===== src/hdl/sgc_pkg.sv =====
`timescale 1ns / 1ps
`default_nettype none

package sgc_pkg;

  typedef enum logic [2:0] {
    KIND_SELECT = 3'd0,
    KIND_WRITE  = 3'd1,
    KIND_READ   = 3'd2,
    KIND_TICK   = 3'd3,
    KIND_PORT   = 3'd4
  } sgc_kind_t;

  typedef enum logic {
    RES_READ = 1'b0,
    RES_TICK = 1'b1
  } sgc_res_t;

  localparam logic [3:0] REG_TONE_A_HI = 4'd1;
  localparam logic [3:0] REG_TONE_B_HI = 4'd3;
  localparam logic [3:0] REG_TONE_C_HI = 4'd5;
  localparam logic [3:0] REG_NOISE     = 4'd6;
  localparam logic [3:0] REG_MIXER     = 4'd7;
  localparam logic [3:0] REG_VOL_A     = 4'd8;
  localparam logic [3:0] REG_VOL_B     = 4'd9;
  localparam logic [3:0] REG_VOL_C     = 4'd10;
  localparam logic [3:0] REG_ENV_SHAPE = 4'd13;
  localparam logic [3:0] REG_PORT      = 4'd14;

  localparam logic [7:0] READ_NONE = 8'hFF;

  typedef struct packed {
    logic [2:0][11:0] tone_per;
    logic [4:0]       noise_per;
    logic [5:0]       mixer;
    logic [2:0][4:0]  vol;
    logic [15:0]      env_per;
    logic [3:0]       env_shape;
  } sgc_regs_t;

  typedef struct packed {
    logic restart;
    logic rising;
  } sgc_env_restart_t;

  function automatic logic [7:0] sgc_mask(input logic [3:0] r, input logic [7:0] v);
    logic [7:0] m;
    case (r) inside
      REG_TONE_A_HI, REG_TONE_B_HI, REG_TONE_C_HI, REG_ENV_SHAPE: m = v & 8'h0F;
      REG_NOISE, REG_VOL_A, REG_VOL_B, REG_VOL_C:                m = v & 8'h1F;
      REG_MIXER:                                                 m = v & 8'h3F;
      default:                                                   m = v;
    endcase
    return m;
  endfunction

endpackage

`default_nettype wire


===== src/hdl/sgc_regs.sv =====
`timescale 1ns / 1ps
`default_nettype none

module sgc_regs import sgc_pkg::*; #(
  parameter int NUM_REGS = 16
) (
  input  wire logic             clk,
  input  wire logic             rst_n,
  input  wire logic             sel_en,
  input  wire logic             wr_en,
  input  wire logic             port_en,
  input  wire logic [7:0]       data,
  output logic      [7:0]       rd_data,
  output sgc_regs_t             regs,
  output sgc_env_restart_t      env_restart
);

  localparam int IDX_W = $clog2(NUM_REGS);

  logic [NUM_REGS-1:0][7:0] regs_r, regs_nxt;
  logic [7:0]               sel_r;
  logic [7:0]               port_r;
  logic                     sel_ok;
  logic [IDX_W-1:0]         idx;
  logic [7:0]               wr_val;

  assign sel_ok = sel_r < 8'(NUM_REGS);
  assign idx    = sel_r[IDX_W-1:0];
  assign wr_val = sgc_mask(4'(sel_r), data);

  always_comb begin
    regs_nxt = regs_r;
    if (wr_en && sel_ok) begin
      regs_nxt[idx] = wr_val;
    end
  end

  always_ff @(posedge clk) begin
    if (!rst_n) begin
      regs_r <= '0;
      sel_r  <= '0;
      port_r <= '0;
    end else begin
      regs_r <= regs_nxt;
      if (sel_en) begin
        sel_r <= data;
      end
      if (port_en) begin
        port_r <= data;
      end
    end
  end

  always_comb begin
    if (sel_r == 8'(REG_PORT)) begin
      rd_data = port_r;
    end else if (!sel_ok) begin
      rd_data = READ_NONE;
    end else begin
      rd_data = regs_r[idx];
    end
  end

  always_comb begin
    for (int c = 0; c < 3; c++) begin
      regs.tone_per[c] = {regs_r[2*c+1][3:0], regs_r[2*c]};
      regs.vol[c]      = regs_r[8+c][4:0];
    end
    regs.noise_per = regs_r[6][4:0];
    regs.mixer     = regs_r[7][5:0];
    regs.env_per   = {regs_r[12], regs_r[11]};
    regs.env_shape = regs_r[13][3:0];
  end

  assign env_restart.restart = wr_en && (sel_r == 8'(REG_ENV_SHAPE));
  assign env_restart.rising  = wr_val[2];

endmodule

`default_nettype wire


===== src/hdl/sgc_gen.sv =====
`timescale 1ns / 1ps
`default_nettype none

module sgc_gen import sgc_pkg::*; (
  input  wire logic             clk,
  input  wire logic             rst_n,
  input  wire logic             tick_en,
  input  wire sgc_regs_t        regs,
  input  wire sgc_env_restart_t env_restart,
  output logic [2:0][3:0]       amp
);

  logic [2:0][14:0] tone_cnt_r, tone_cnt_nxt;
  logic [2:0]       tone_lvl_r, tone_lvl_nxt;
  logic [8:0]       noise_cnt_r, noise_cnt_nxt;
  logic [16:0]      noise_sh_r, noise_sh_nxt;
  logic [18:0]      env_cnt_r, env_cnt_nxt;
  logic [4:0]       env_step_r, env_step_nxt;
  logic             env_frozen_r, env_frozen_nxt;
  logic             env_rising_r, env_rising_nxt;

  logic [11:0] tp;
  logic [14:0] tinc;
  logic [4:0]  np;
  logic [8:0]  ninc;
  logic [15:0] ep;
  logic [18:0] einc;
  logic [3:0]  level;
  logic        t_off, n_off, th, nh;
  logic [3:0]  vol;

  // tone dividers
  always_comb begin
    tp   = '0;
    tinc = '0;
    for (int c = 0; c < 3; c++) begin
      tp   = (regs.tone_per[c] == '0) ? 12'd1 : regs.tone_per[c];
      tinc = tone_cnt_r[c] + 15'd1;
      if (tinc >= {tp, 3'b000}) begin
        tone_cnt_nxt[c] = '0;
        tone_lvl_nxt[c] = ~tone_lvl_r[c];
      end else begin
        tone_cnt_nxt[c] = tinc;
        tone_lvl_nxt[c] = tone_lvl_r[c];
      end
    end
  end

  // noise lfsr
  always_comb begin
    np   = (regs.noise_per == '0) ? 5'd1 : regs.noise_per;
    ninc = noise_cnt_r + 9'd1;
    if (ninc >= {np, 4'b0000}) begin
      noise_cnt_nxt = '0;
      noise_sh_nxt  = {noise_sh_r[0] ^ noise_sh_r[3], noise_sh_r[16:1]};
    end else begin
      noise_cnt_nxt = ninc;
      noise_sh_nxt  = noise_sh_r;
    end
  end

  // envelope
  always_comb begin
    env_cnt_nxt    = env_cnt_r;
    env_step_nxt   = env_step_r;
    env_frozen_nxt = env_frozen_r;
    env_rising_nxt = env_rising_r;
    ep             = (regs.env_per == '0) ? 16'd1 : regs.env_per;
    einc           = env_cnt_r + 19'd1;
    if (!env_frozen_r) begin
      env_cnt_nxt = einc;
      if (einc >= {ep, 3'b000}) begin
        env_cnt_nxt = '0;
        if (env_step_r == 5'd31) begin
          if (!regs.env_shape[3]) begin
            env_step_nxt   = env_rising_r ? 5'd0 : 5'd31;
            env_frozen_nxt = 1'b1;
          end else begin
            if (regs.env_shape[1]) begin
              env_rising_nxt = ~env_rising_r;
            end
            env_step_nxt   = regs.env_shape[0] ? 5'd31 : 5'd0;
            env_frozen_nxt = regs.env_shape[0];
          end
        end else begin
          env_step_nxt = env_step_r + 5'd1;
        end
      end
    end
    level = env_rising_nxt ? env_step_nxt[4:1] : ~env_step_nxt[4:1];
  end

  // mixer
  always_comb begin
    t_off = 1'b0;
    n_off = 1'b0;
    th    = 1'b0;
    nh    = 1'b0;
    vol   = '0;
    for (int c = 0; c < 3; c++) begin
      t_off  = regs.mixer[c];
      n_off  = regs.mixer[c+3];
      th     = t_off | tone_lvl_nxt[c];
      nh     = n_off | noise_sh_nxt[0];
      vol    = regs.vol[c][4] ? level : regs.vol[c][3:0];
      amp[c] = (!(t_off && n_off) && th && nh) ? vol : 4'd0;
    end
  end

  always_ff @(posedge clk) begin
    if (!rst_n) begin
      tone_cnt_r   <= '0;
      tone_lvl_r   <= '0;
      noise_cnt_r  <= '0;
      noise_sh_r   <= 17'd1;
      env_cnt_r    <= '0;
      env_step_r   <= '0;
      env_frozen_r <= 1'b0;
      env_rising_r <= 1'b0;
    end else if (env_restart.restart) begin
      env_cnt_r    <= '0;
      env_step_r   <= '0;
      env_frozen_r <= 1'b0;
      env_rising_r <= env_restart.rising;
    end else if (tick_en) begin
      tone_cnt_r   <= tone_cnt_nxt;
      tone_lvl_r   <= tone_lvl_nxt;
      noise_cnt_r  <= noise_cnt_nxt;
      noise_sh_r   <= noise_sh_nxt;
      env_cnt_r    <= env_cnt_nxt;
      env_step_r   <= env_step_nxt;
      env_frozen_r <= env_frozen_nxt;
      env_rising_r <= env_rising_nxt;
    end
  end

  a_frozen_at_end: assert property (@(posedge clk) disable iff (!rst_n)
    env_frozen_r |-> (env_step_r == 5'd0 || env_step_r == 5'd31))
    else $error("frozen envelope off an end step");

  a_lfsr_live: assert property (@(posedge clk) disable iff (!rst_n)
    noise_sh_r != '0)
    else $error("noise lfsr stuck at zero");

endmodule

`default_nettype wire


===== src/hdl/sound_generator_core_top.sv =====
// channel  dir  handshake             payload
// in_      in   in_valid / in_stall   in_kind, in_data
// out_     out  out_valid / out_stall out_result_kind, out_read_data, out_amp_a/b/c
//
// one item per cycle while in_stall is low; a result passes through the input register
// and then the result register before out_valid rises
// rst_n is synchronous; clears the register file, select, port byte and generator state
// the result register holds while out_stall is high; items with no result keep flowing,
// items with a result wait until the result register frees

`timescale 1ns / 1ps
`default_nettype none

module sound_generator_core_top import sgc_pkg::*; #(
  parameter int NUM_REGS = 16
) (
  input  wire logic       clk,
  input  wire logic       rst_n,
  input  wire logic       in_valid,
  output logic            in_stall,
  input  wire logic [2:0] in_kind,
  input  wire logic [7:0] in_data,
  output logic            out_valid,
  input  wire logic       out_stall,
  output logic            out_result_kind,
  output logic [7:0]      out_read_data,
  output logic [3:0]      out_amp_a,
  output logic [3:0]      out_amp_b,
  output logic [3:0]      out_amp_c
);

  logic             s1_valid_r;
  sgc_kind_t        s1_kind_r;
  logic [7:0]       s1_data_r;
  logic             out_valid_r;
  sgc_res_t         out_kind_r;
  logic [7:0]       out_data_r;
  logic [2:0][3:0]  out_amp_r;

  logic             need_res;
  logic             adv;
  logic             in_xfer;
  logic [7:0]       rd_data;
  logic [2:0][3:0]  amp;
  sgc_regs_t        regs;
  sgc_env_restart_t env_restart;

  assign need_res = (s1_kind_r == KIND_READ) || (s1_kind_r == KIND_TICK);
  assign adv      = s1_valid_r && (!need_res || !out_valid_r || !out_stall);
  assign in_stall = s1_valid_r && !adv;
  assign in_xfer  = in_valid && !in_stall;

  sgc_regs #(.NUM_REGS(NUM_REGS)) u_regs (
    .clk         (clk),
    .rst_n       (rst_n),
    .sel_en      (adv && s1_kind_r == KIND_SELECT),
    .wr_en       (adv && s1_kind_r == KIND_WRITE),
    .port_en     (adv && s1_kind_r == KIND_PORT),
    .data        (s1_data_r),
    .rd_data     (rd_data),
    .regs        (regs),
    .env_restart (env_restart)
  );

  sgc_gen u_gen (
    .clk         (clk),
    .rst_n       (rst_n),
    .tick_en     (adv && s1_kind_r == KIND_TICK),
    .regs        (regs),
    .env_restart (env_restart),
    .amp         (amp)
  );

  always_ff @(posedge clk) begin
    if (!rst_n) begin
      s1_valid_r <= 1'b0;
    end else if (in_xfer) begin
      s1_valid_r <= 1'b1;
    end else if (adv) begin
      s1_valid_r <= 1'b0;
    end
  end

  always_ff @(posedge clk) begin
    if (in_xfer) begin
      s1_kind_r <= sgc_kind_t'(in_kind);
      s1_data_r <= in_data;
    end
  end

  always_ff @(posedge clk) begin
    if (!rst_n) begin
      out_valid_r <= 1'b0;
    end else if (adv && need_res) begin
      out_valid_r <= 1'b1;
    end else if (!out_stall) begin
      out_valid_r <= 1'b0;
    end
  end

  always_ff @(posedge clk) begin
    if (adv && need_res) begin
      case (s1_kind_r)
        KIND_TICK: begin
          out_kind_r <= RES_TICK;
          out_data_r <= '0;
          out_amp_r  <= amp;
        end
        default: begin
          out_kind_r <= RES_READ;
          out_data_r <= rd_data;
          out_amp_r  <= '0;
        end
      endcase
    end
  end

  assign out_valid       = out_valid_r;
  assign out_result_kind = out_kind_r;
  assign out_read_data   = out_data_r;
  assign out_amp_a       = out_amp_r[0];
  assign out_amp_b       = out_amp_r[1];
  assign out_amp_c       = out_amp_r[2];

  a_tick_no_data: assert property (@(posedge clk) disable iff (!rst_n)
    (out_valid && out_result_kind == RES_TICK) |-> out_read_data == '0)
    else $error("tick result carries read data");

  a_read_no_amp: assert property (@(posedge clk) disable iff (!rst_n)
    (out_valid && out_result_kind == RES_READ) |->
      (out_amp_a == '0 && out_amp_b == '0 && out_amp_c == '0))
    else $error("read reply carries amplitudes");

  a_silent_flows: assert property (@(posedge clk) disable iff (!rst_n)
    (s1_valid_r && !need_res) |-> !in_stall)
    else $error("item without result blocked");

endmodule

`default_nettype wire


===== config.mk =====
export PLATFORM = sky130hd
export DESIGN_NAME = sound_generator_core_top
export DESIGN_NICKNAME = d
export VERILOG_FILES = /design/src/hdl/sgc_pkg.sv /design/src/hdl/sgc_regs.sv /design/src/hdl/sgc_gen.sv /design/src/hdl/sound_generator_core_top.sv
export SDC_FILE = /design/constraint.sdc
export NUM_CORES = 1
export LEC_CHECK = 0
export ABC_AREA = 1
export BUFFER_PORTS_ARGS = -buffer_cell sky130_fd_sc_hd__buf_4
export CAP_MARGIN = 20
export CORE_ASPECT_RATIO = 0.5
export CORE_UTILIZATION = 50
export DETAILED_ROUTE_END_ITERATION = 10
export PLACE_DENSITY = 0.76
export RECOVER_POWER = 100
export SLEW_MARGIN = 10
export SYNTH_ARGS = -nofsm -noshare
export SYNTH_HDL_FRONTEND = slang
export SYNTH_SLANG_ARGS = --single-unit

===== constraint.sdc =====
create_clock -name clk -period 3.5 [get_ports clk]
set_input_delay 0 -clock clk [delete_from_list [all_inputs] [get_ports clk]]
set_output_delay 0 -clock clk [all_outputs]
set_load 0.01 [all_outputs]

==> results of run 1 <==
[through the flow]
stage	instance area, um2	hold slack (ns)	util
6_report	15800	0.180	0.568
5_1_grt	15800	0.175	0.568
4_1_cts	15800	0.146	0.568
3_5_place_dp	14800	0.180	0.530
3_3_place_gp	14800	0.178	0.530
2_1_floorplan	14200	0.0989	-
[flip-flops by register name, indices dropped and copies added, names as in the netlist, 5 cells and up]
register and count:
u_gen.env_step_r 5, s1_data_r 8, u_gen.env_cnt_r 19, u_gen.noise_cnt_r 9
u_regs.sel_r 8, u_regs.regs_r 46, u_regs.port_r 8, out_read_data 8
u_gen.tone_cnt_r 45, u_gen.noise_sh_r 17, u_regs.regs 82
[cell usage after synthesis (6+ instances only)]
| library cell | instances | area share |
|---|---|---|
| a211oi_1 | 12 | 0.0063 |
| a21oi_1 | 203 | 0.071 |
| a21oi_2 | 10 | 0.0061 |
| a22oi_1 | 9 | 0.0047 |
| a41oi_1 | 6 | 0.0037 |
| buf_2 | 14 | 0.0049 |
| buf_4 | 12 | 0.0063 |
| clkbuf_1 | 40 | 0.011 |
| dfxtp_1 | 246 | 0.35 |
| edfxtp_1 | 32 | 0.067 |
| ha_1 | 65 | 0.057 |
| inv_1 | 224 | 0.059 |
| inv_2 | 23 | 0.0061 |
| nand2_1 | 301 | 0.079 |
| nand2_2 | 17 | 0.0075 |
| nand3_1 | 72 | 0.025 |
| nand4_1 | 30 | 0.013 |
| nor2_1 | 158 | 0.042 |
| nor3_1 | 31 | 0.011 |
| nor3_4 | 9 | 0.010 |
| o2111ai_1 | 6 | 0.0037 |
| o21a_1 | 6 | 0.0032 |
| o21ai_0 | 152 | 0.053 |
| o21ai_1 | 17 | 0.0060 |
| o22ai_1 | 39 | 0.017 |
| xnor2_1 | 16 | 0.0098 |
| xor2_1 | 37 | 0.023 |
[timing repair]
action / in CTS / in global routing
hold buffers: 15 / 0
gates resized for setup: 0 / 47
hold endpoints to repair: 70 / 0
setup endpoints to repair: 0 / 50
buffers inserted: 0 / 5
[cells in the final DEF (no fill, tap or decap), drive strengths merged, types with 5 or more instances in the layout]
| cell | synthesis | routed |
|---|---|---|
| nand2 | 319 | 321 |
| inv | 250 | 250 |
| dfxtp | 246 | 246 |
| a21oi | 213 | 213 |
| nor2 | 171 | 171 |
| o21ai | 169 | 169 |
| nand3 | 74 | 74 |
| clkbuf | 40 | 68 |
| ha | 65 | 65 |
| nor3 | 42 | 42 |
| o22ai | 39 | 39 |
| xor2 | 37 | 37 |
| edfxtp | 32 | 32 |
| nand4 | 30 | 30 |
| buf | 31 | 24 |
| xnor2 | 19 | 19 |
| a211oi | 16 | 16 |
| dlygate4sd3 | 0 | 15 |
| a22oi | 9 | 9 |
| clkinv | 0 | 9 |
| o21a | 6 | 6 |
| o2111ai | 6 | 6 |
| a41oi | 6 | 6 |
| nand3b | 5 | 5 |
| nor3b | 5 | 5 |
| or2 | 5 | 5 |
[routing by layer]
metal,global-route usage,vias up,share of wire
met1,0.348,5815,0.47
met3,0.0469,71,0.072
met5,0,-,0
met4,0.0617,0,0.020
li1,-,6295,-
met2,0.384,392,0.44
[path summary, 6_finish.rpt]
kind | from | end | slack (ns) | depth (start not counted)
setup / recovery | u_gen.env_cnt_r[3]$_SDFFE_PP0P_ | out_amp_a[3]$_SDFFCE_PN0P_ | 0.25 | 22
hold / removal | in_kind[0] | s1_kind_r[0]$_DFFE_PP_ | 0.18 | 2
setup reg to reg | u_gen.env_cnt_r[3]$_SDFFE_PP0P_ | out_amp_a[3]$_SDFFCE_PN0P_ | 0.25 | 22
hold reg to reg | u_regs.regs_r[53]$_SDFFE_PN0P_ | u_regs.regs_r[53]$_SDFFE_PN0P_ | 0.43 | 2
[final cells by class]
cell class / count / area share
Multi-Input combinational cell: 1261 / 0.448
Sequential cell: 278 / 0.372
Inverter: 250 / 0.0603
Clock buffer: 34 / 0.0469
Timing Repair Buffer: 73 / 0.0316
Tap cell: 382 / 0.0302
Clock inverter: 15 / 0.0109
[worst max-delay path, cell delays in order (launching register included)]
cell     delay [ns]
dfxtp_1        0.38
nand2_1        0.14
nor2_1         0.14
nand2_2        0.09
nor3_2         0.18
nand4_1        0.17
nor2_1         0.19
xor2_1         0.22
ha_1           0.29
nand3_1        0.14
nor2_1         0.06
nand2_1        0.08
nor2_2         0.04
nor2_2         0.18
nand2_4        0.11
nand2_2        0.07
nand2_2        0.06
nand2_4        0.11
inv_4          0.07
nand2_2        0.08
nand3_1        0.08
nand2_1        0.09
inv_1          0.04
[cells by family after synthesis]
family	share of synthesized area
XOR/XNOR	0.0360
adder cells (fa/ha/maj)	0.0571
buffers and inverters	0.0910
flip-flops	0.413
AO/OA/AOI/OAI	0.188
AND/OR/NAND/NOR	0.215
[report_power, final]
part / switching (W) / internal (W)
registers: 0.0000267 / 0.00324
logic: 0.000199 / 0.0000835
clock network: 0.00130 / 0.00174
==> results.yml, run 1 <==
logic_synthesis:
  synth-async-reset-ratio: 0
  seq_area_frac_synth: 0.413
  syn_inst: 1858
  synth_nets: 1938
  synthesis.area_per_instance_um2: 7.67
  yosys_warnings: 0
  synth_area_mm2: 0.0142
  distinct_cells_synth: 57
  synth-seq-cells: 278
  postSynth.topFlopCell: "dfxtp_1"
  synth_edf_count: 32
worst_setup_path:
  critical_path.max_fanout: 6
  critPathLaunchType: "flip-flop"
  timing_worst_setup_path_type: "reg -> reg"
  critical_path_arrival_ns: 3.56
  critPathRequiredTime_ns: 3.82
  endpoint_type_of_the_worst_setup_path: "flip-flop"
hold_path:
  min-delay-path-class: "in -> reg"
global_route:
  grt_pass1_wl_um: 57700
  grt_start_max_net_pins: 74
  first_global_vias: 11160
  grt_remaining_overflow: 0
  grt_antenna_before_repair: 0
  grt_use_total: 0.246
clock_network:
  ctsRootBufferMaster: "clkbuf_16"
  cts_sinks: 278
  tritoncts_buffers: 27
  clock_insertion_delay_worst_skew_ns: 0.56
  cts-root-to-sink-buffers: 3
  path_clk_slew_ns: 0.07
  htree_num_levels: 1
  clock_tree_from_tritoncts: "built"
run:
  maxCapViolations: 1
power_and_ir_drop:
  power-per-cell-area_mw_per_mm2: 416
  report.power.total_w: 0.00659
  vdd.ir_drop.worst_v: 0.000389
  total_leakage_power_nw: 6.26
route:
  routed_via_density: 5.48
  dr.pass1.iters: 5
  antenna_violating_nets_post_route: 0
  detail_route.iter0.violations: 1174
  detailroute.via_count: 12573
  routed_wire_length_per_instance_um: 15.8
  drc_errors: 0
  wl_um: 36200
sta:
  final_critical_path_setup_slack_ns: 0.251
  fmaxAchievable_mhz: 308
  slew_at_the_pin_with_the_worst_max_slew_slack_ns: 1.47
  finalSetupTns_ns: 0
  slew_violations: 0
  maxSlewHeadroom: 0.0131
  finalHoldViolations: 0
  report.final.setup_viol: 0
  finalCritPeriodShare: 0.928
  final.setup_skew_ns: 0.0148
  finalWorstPathRequiredPeriod_ns: 3.25
run_status:
  run_status: "complete, but fails checks"
  violated_checks: "max-capacitance violations"
finish:
  layoutNonFillerInstCount: 2293
  antennaDiodeCount: 0
  post_route_cells_drive_above_1_share: 0.0911
  final_stage_net_count: 1971
  fill_cells: 2567
  final-seq-area_mm2: 0.00589
  area_delta_synth_final_pct: 11.2
  multi_input_comb_area_mm2: 0.00710
place:
  placed_cells_incl_taps: 2222
  detailed_place_hpwl_um: 24900
  gp_routability_congestion: 0.937
  dpl_worst_slack_ns: 0.130
  placement.io_buffers: 37
die:
  coreArea_mm2: 0.0279
  die-width_um: 241
  fp.dieArea_mm2: 0.0292
  boundaryPins: 38
  start_util: 0.511
  fp-row-count: 43
  die_h_um: 121
No activity file was read; power rests on OpenSTA's default activity.
==> inputs of run 2 (changes only) <==
--- a/config.mk
+++ b/config.mk
@@ -5,7 +5,7 @@
 export SDC_FILE = /design/constraint.sdc
 export NUM_CORES = 1
 export LEC_CHECK = 0
-export ABC_AREA = 1
+export ABC_AREA = 0
 export BUFFER_PORTS_ARGS = -buffer_cell sky130_fd_sc_hd__buf_4
 export CAP_MARGIN = 20
 export CORE_ASPECT_RATIO = 0.5
==> run 2 against run 1 <==
The flow finishes with violations (negative setup slack). Setup slack worse by 0.27 ns. Synthesized area is 4.9% higher. Routed wire length is 7.5% higher. Combinational power is 27% lower. Power is 1.7% lower. Final cell count is 7.1% lower. Clock-buffer cell count is 1 higher. Global-route usage is 0.52 points higher. Maximum frequency is 7.7% lower. Critical path depth is 8 lower. First-iteration DRC count is 3.9% lower. Highest routed layer unchanged.
==> results.yml, run 2 <==
run_status:
  run_status: "complete, but fails checks"
  violated_checks: "negative setup slack"
place:
  gp_routability_congestion: 0.874
  detailed_place_hpwl_um: 26000
  dpl_worst_slack_ns: -0.0943
  placement.io_buffers: 37
worst_setup_path:
  critical_path_arrival_ns: 3.82
  timing_worst_setup_path_type: "reg -> reg"
  critPathLaunchType: "flip-flop"
  cp_slowest_stage_delay_ns: 0.43
  cp_slowest_cell: "a221o_2"
  critical_path.max_fanout: 4
  critPathRequiredTime_ns: 3.80
  path_cells: "ha_2, nand3_4, nor3_4, and3_4, nand3_2, xnor2_2, ha_1, a21o_1, a21o_1, a221o_2, a2111oi_4, nor3_1, o21ai_1, a21oi_1"
  timing.critical_path.mode_cell: "a21o_1"
  endpoint_type_of_the_worst_setup_path: "flip-flop"
sta:
  rsz0062_at_grt: "yes"
  report.final.setup_viol: 5
  finalSetupTns_ns: -0.0544
  fmaxAchievable_mhz: 284
  slew_at_the_pin_with_the_worst_max_slew_slack_ns: 1.39
  final.setup_skew_ns: 0.0101
  slew_violations: 0
  finalWorstPathRequiredPeriod_ns: 3.52
  holdWs_ns: 0.202
  finalHoldViolations: 0
  finalCritPeriodShare: 1.01
  maxSlewHeadroom: 0.0730
  final_critical_path_setup_slack_ns: -0.0198
logic_synthesis:
  synth_nets: 1740
  synth_xor_xnor_area_share: 0.0434
  synth_top_family_by_area: "simple AND/OR/NAND/NOR gates"
  synth-seq-cells: 278
  most_numerous_cell_types_in_the_synthesized_netlist: "nand2_1 (262), dfxtp_1 (246), a21boi_0 (115)"
  seq_area_frac_synth: 0.394
  synth-async-reset-ratio: 0
  synth_compound_area_frac: 0.153
  syn_inst: 1660
  synthSimpleGateAreaFrac: 0.230
  post_synth_main_area_contributors: "dfxtp_1 (33%), nand2_1 (6.6%), edfxtp_1 (6.4%)"
  synth_area_mm2: 0.0149
  synthesis.area_per_instance_um2: 9.00
  postSynth.topFlopCell: "dfxtp_1"
  yosysMostFrequentCell: "nand2_1"
  multiplexer_share_of_the_synthesized_area: 0.0791
  yosys_warnings: 0
  synth_edf_count: 32
  distinct_cells_synth: 82
  synth_top_cell_by_area: "dfxtp_1"
  synth_adder_area_share: 0.0544
  synth_top_area_share: 0.330
die:
  die-width_um: 247
  die_h_um: 124
  fp.dieArea_mm2: 0.0306
  start_util: 0.512
  coreArea_mm2: 0.0292
  fp-row-count: 44
  boundaryPins: 38
clock_network:
  tritoncts_buffers: 26
  htree_num_levels: 1
  cts-root-to-sink-buffers: 3
  clock_insertion_delay_worst_skew_ns: 0.55
  path_clk_slew_ns: 0.07
  ctsRootBufferMaster: "clkbuf_16"
  cts_sinks: 278
  clock_tree_from_tritoncts: "built"
finish:
  final_core_utilization: 0.589
  mostFrequentLayoutCell: "nand2_1"
  fill_cells: 2473
  area_delta_synth_final_pct: 14.9
  final_stage_net_count: 1799
  layout.cells.most_common_list: "nand2_1 (264), dfxtp_1 (233), a21boi_0 (116), nand3_1 (106), inv_1 (74)"
  final-seq-area_mm2: 0.00591
  multi_input_comb_area_mm2: 0.00862
  antennaDiodeCount: 0
  post_route_cells_drive_above_1_share: 0.146
  largest_register_ffs: 82
route:
  antenna_violating_nets_post_route: 0
  dr.pass1.iters: 6
  detail_route.iter0.violations: 1128
  routed_via_density: 5.85
  wl_um: 38900
  detailroute.via_count: 12457
  drc_errors: 0
  routed_wire_length_per_instance_um: 18.3
global_route:
  first_global_vias: 11735
  grt_remaining_overflow: 0
  grt_antenna_before_repair: 0
  grt_pass1_wl_um: 62100
  grt_start_max_net_pins: 133
  grt_use_total: 0.251
power_and_ir_drop:
  pwr-share-seq: 0.505
  internal_power_w: 0.00505
  swShare: 0.221
  power_frac_clock: 0.464
  total_leakage_power_nw: 6.23
  power.switching_w: 0.00143
  share_comb_of_total_power: 0.032
  power-per-cell-area_mw_per_mm2: 377
  vdd.ir_drop.worst_v: 0.000341
run:
  maxCapViolations: 0
hold_path:
  min-delay-path-class: "in -> reg"
run 2: power by group through the flow:
stage	registers, W	logic, W	clock network, W
floorplan	0.00332	0.000131	0
global placement	0.00334	0.000189	0
detailed placement	0.00334	0.000191	0
CTS	0.00327	0.000207	0.00305
global route	0.00327	0.000218	0.00319
finish	0.00327	0.000205	0.00300
run 2: routing by layer:
layer / track usage / vias to the layer above / routed length, um / part of all wire
met1: 0.359 / 5918 / 17200 / 0.44
met5: 0 / - / 0 / 0
met4: 0.0788 / 0 / 1110 / 0.028
met3: 0.0575 / 92 / 3480 / 0.089
li1: - / 5983 / - / -
met2: 0.375 / 464 / 17100 / 0.44
run 2: per-stage QoR:
| stage | cell area (um2) | cells | power (W) |
|---|---|---|---|
| after floorplan | 15000 | 1660 | 0.00345 |
| after global placement | 15800 | 2053 | 0.00353 |
| after detailed placement | 15800 | 2053 | 0.00354 |
| after CTS | 17000 | 2122 | 0.00653 |
| after global routing | 17200 | 2130 | 0.00667 |
| final | 17200 | 2130 | 0.00648 |
run 2: timing repair:
| item | CTS | global route |
|---|---|---|
| pin swaps | 13 | 26 |
| hold endpoints to repair | 37 | 0 |
| gates cloned | 0 | 0 |
| setup endpoints to repair | 22 | 52 |
| gates resized for setup | 18 | 57 |
| hold buffers | 15 | 0 |
| buffers inserted | 6 | 8 |
run 2: cells by family (layout without fill, tap and decap cells):
group           count (synthesis)  after routing
compound gates                321            321
xor+xnor                       74             74
fa+ha+maj                      65             65
buf+inv                       174            253
flops                         278            278
mux                            68             68
simple gates                  680            680
run 2: area by class of cell:
type                            instances  area share
Timing Repair Buffer                  131      0.0568
Multi-Input combinational cell       1208       0.502
Sequential cell                       278       0.344
Clock inverter                         13     0.00896
Tap cell                              391      0.0285
Clock buffer                           35      0.0435
Inverter                               74      0.0162
run 2: worst paths after layout:
| path | from | to | slack, ns | cells past startpoint |
|---|---|---|---|---|
| setup / recovery | u_gen.env_cnt_r[0]$_SDFFE_PP0P_ | out_amp_a[0]$_SDFFCE_PN0P_ | -0.02 | 14 |
| hold / removal | in_data[1] | s1_data_r[1]$_DFFE_PP_ | 0.20 | 2 |
| setup reg to reg | u_gen.env_cnt_r[0]$_SDFFE_PP0P_ | out_amp_a[0]$_SDFFCE_PN0P_ | -0.02 | 14 |
| hold reg to reg | u_gen.noise_sh_r[9]$_SDFFE_PN0P_ | u_gen.noise_sh_r[8]$_SDFFE_PN0P_ | 0.47 | 2 |
run 2: worst max-delay path, delay by kind of cell (launching register included):
| kind | cells | cell delay [ns] |
|---|---|---|
| adder cells (fa/ha/maj) | 2 | 0.53 |
| flip-flops | 1 | 0.37 |
| XOR/XNOR | 1 | 0.16 |
| AND/OR/NAND/NOR | 5 | 0.72 |
| AO/OA/AOI/OAI | 6 | 1.49 |
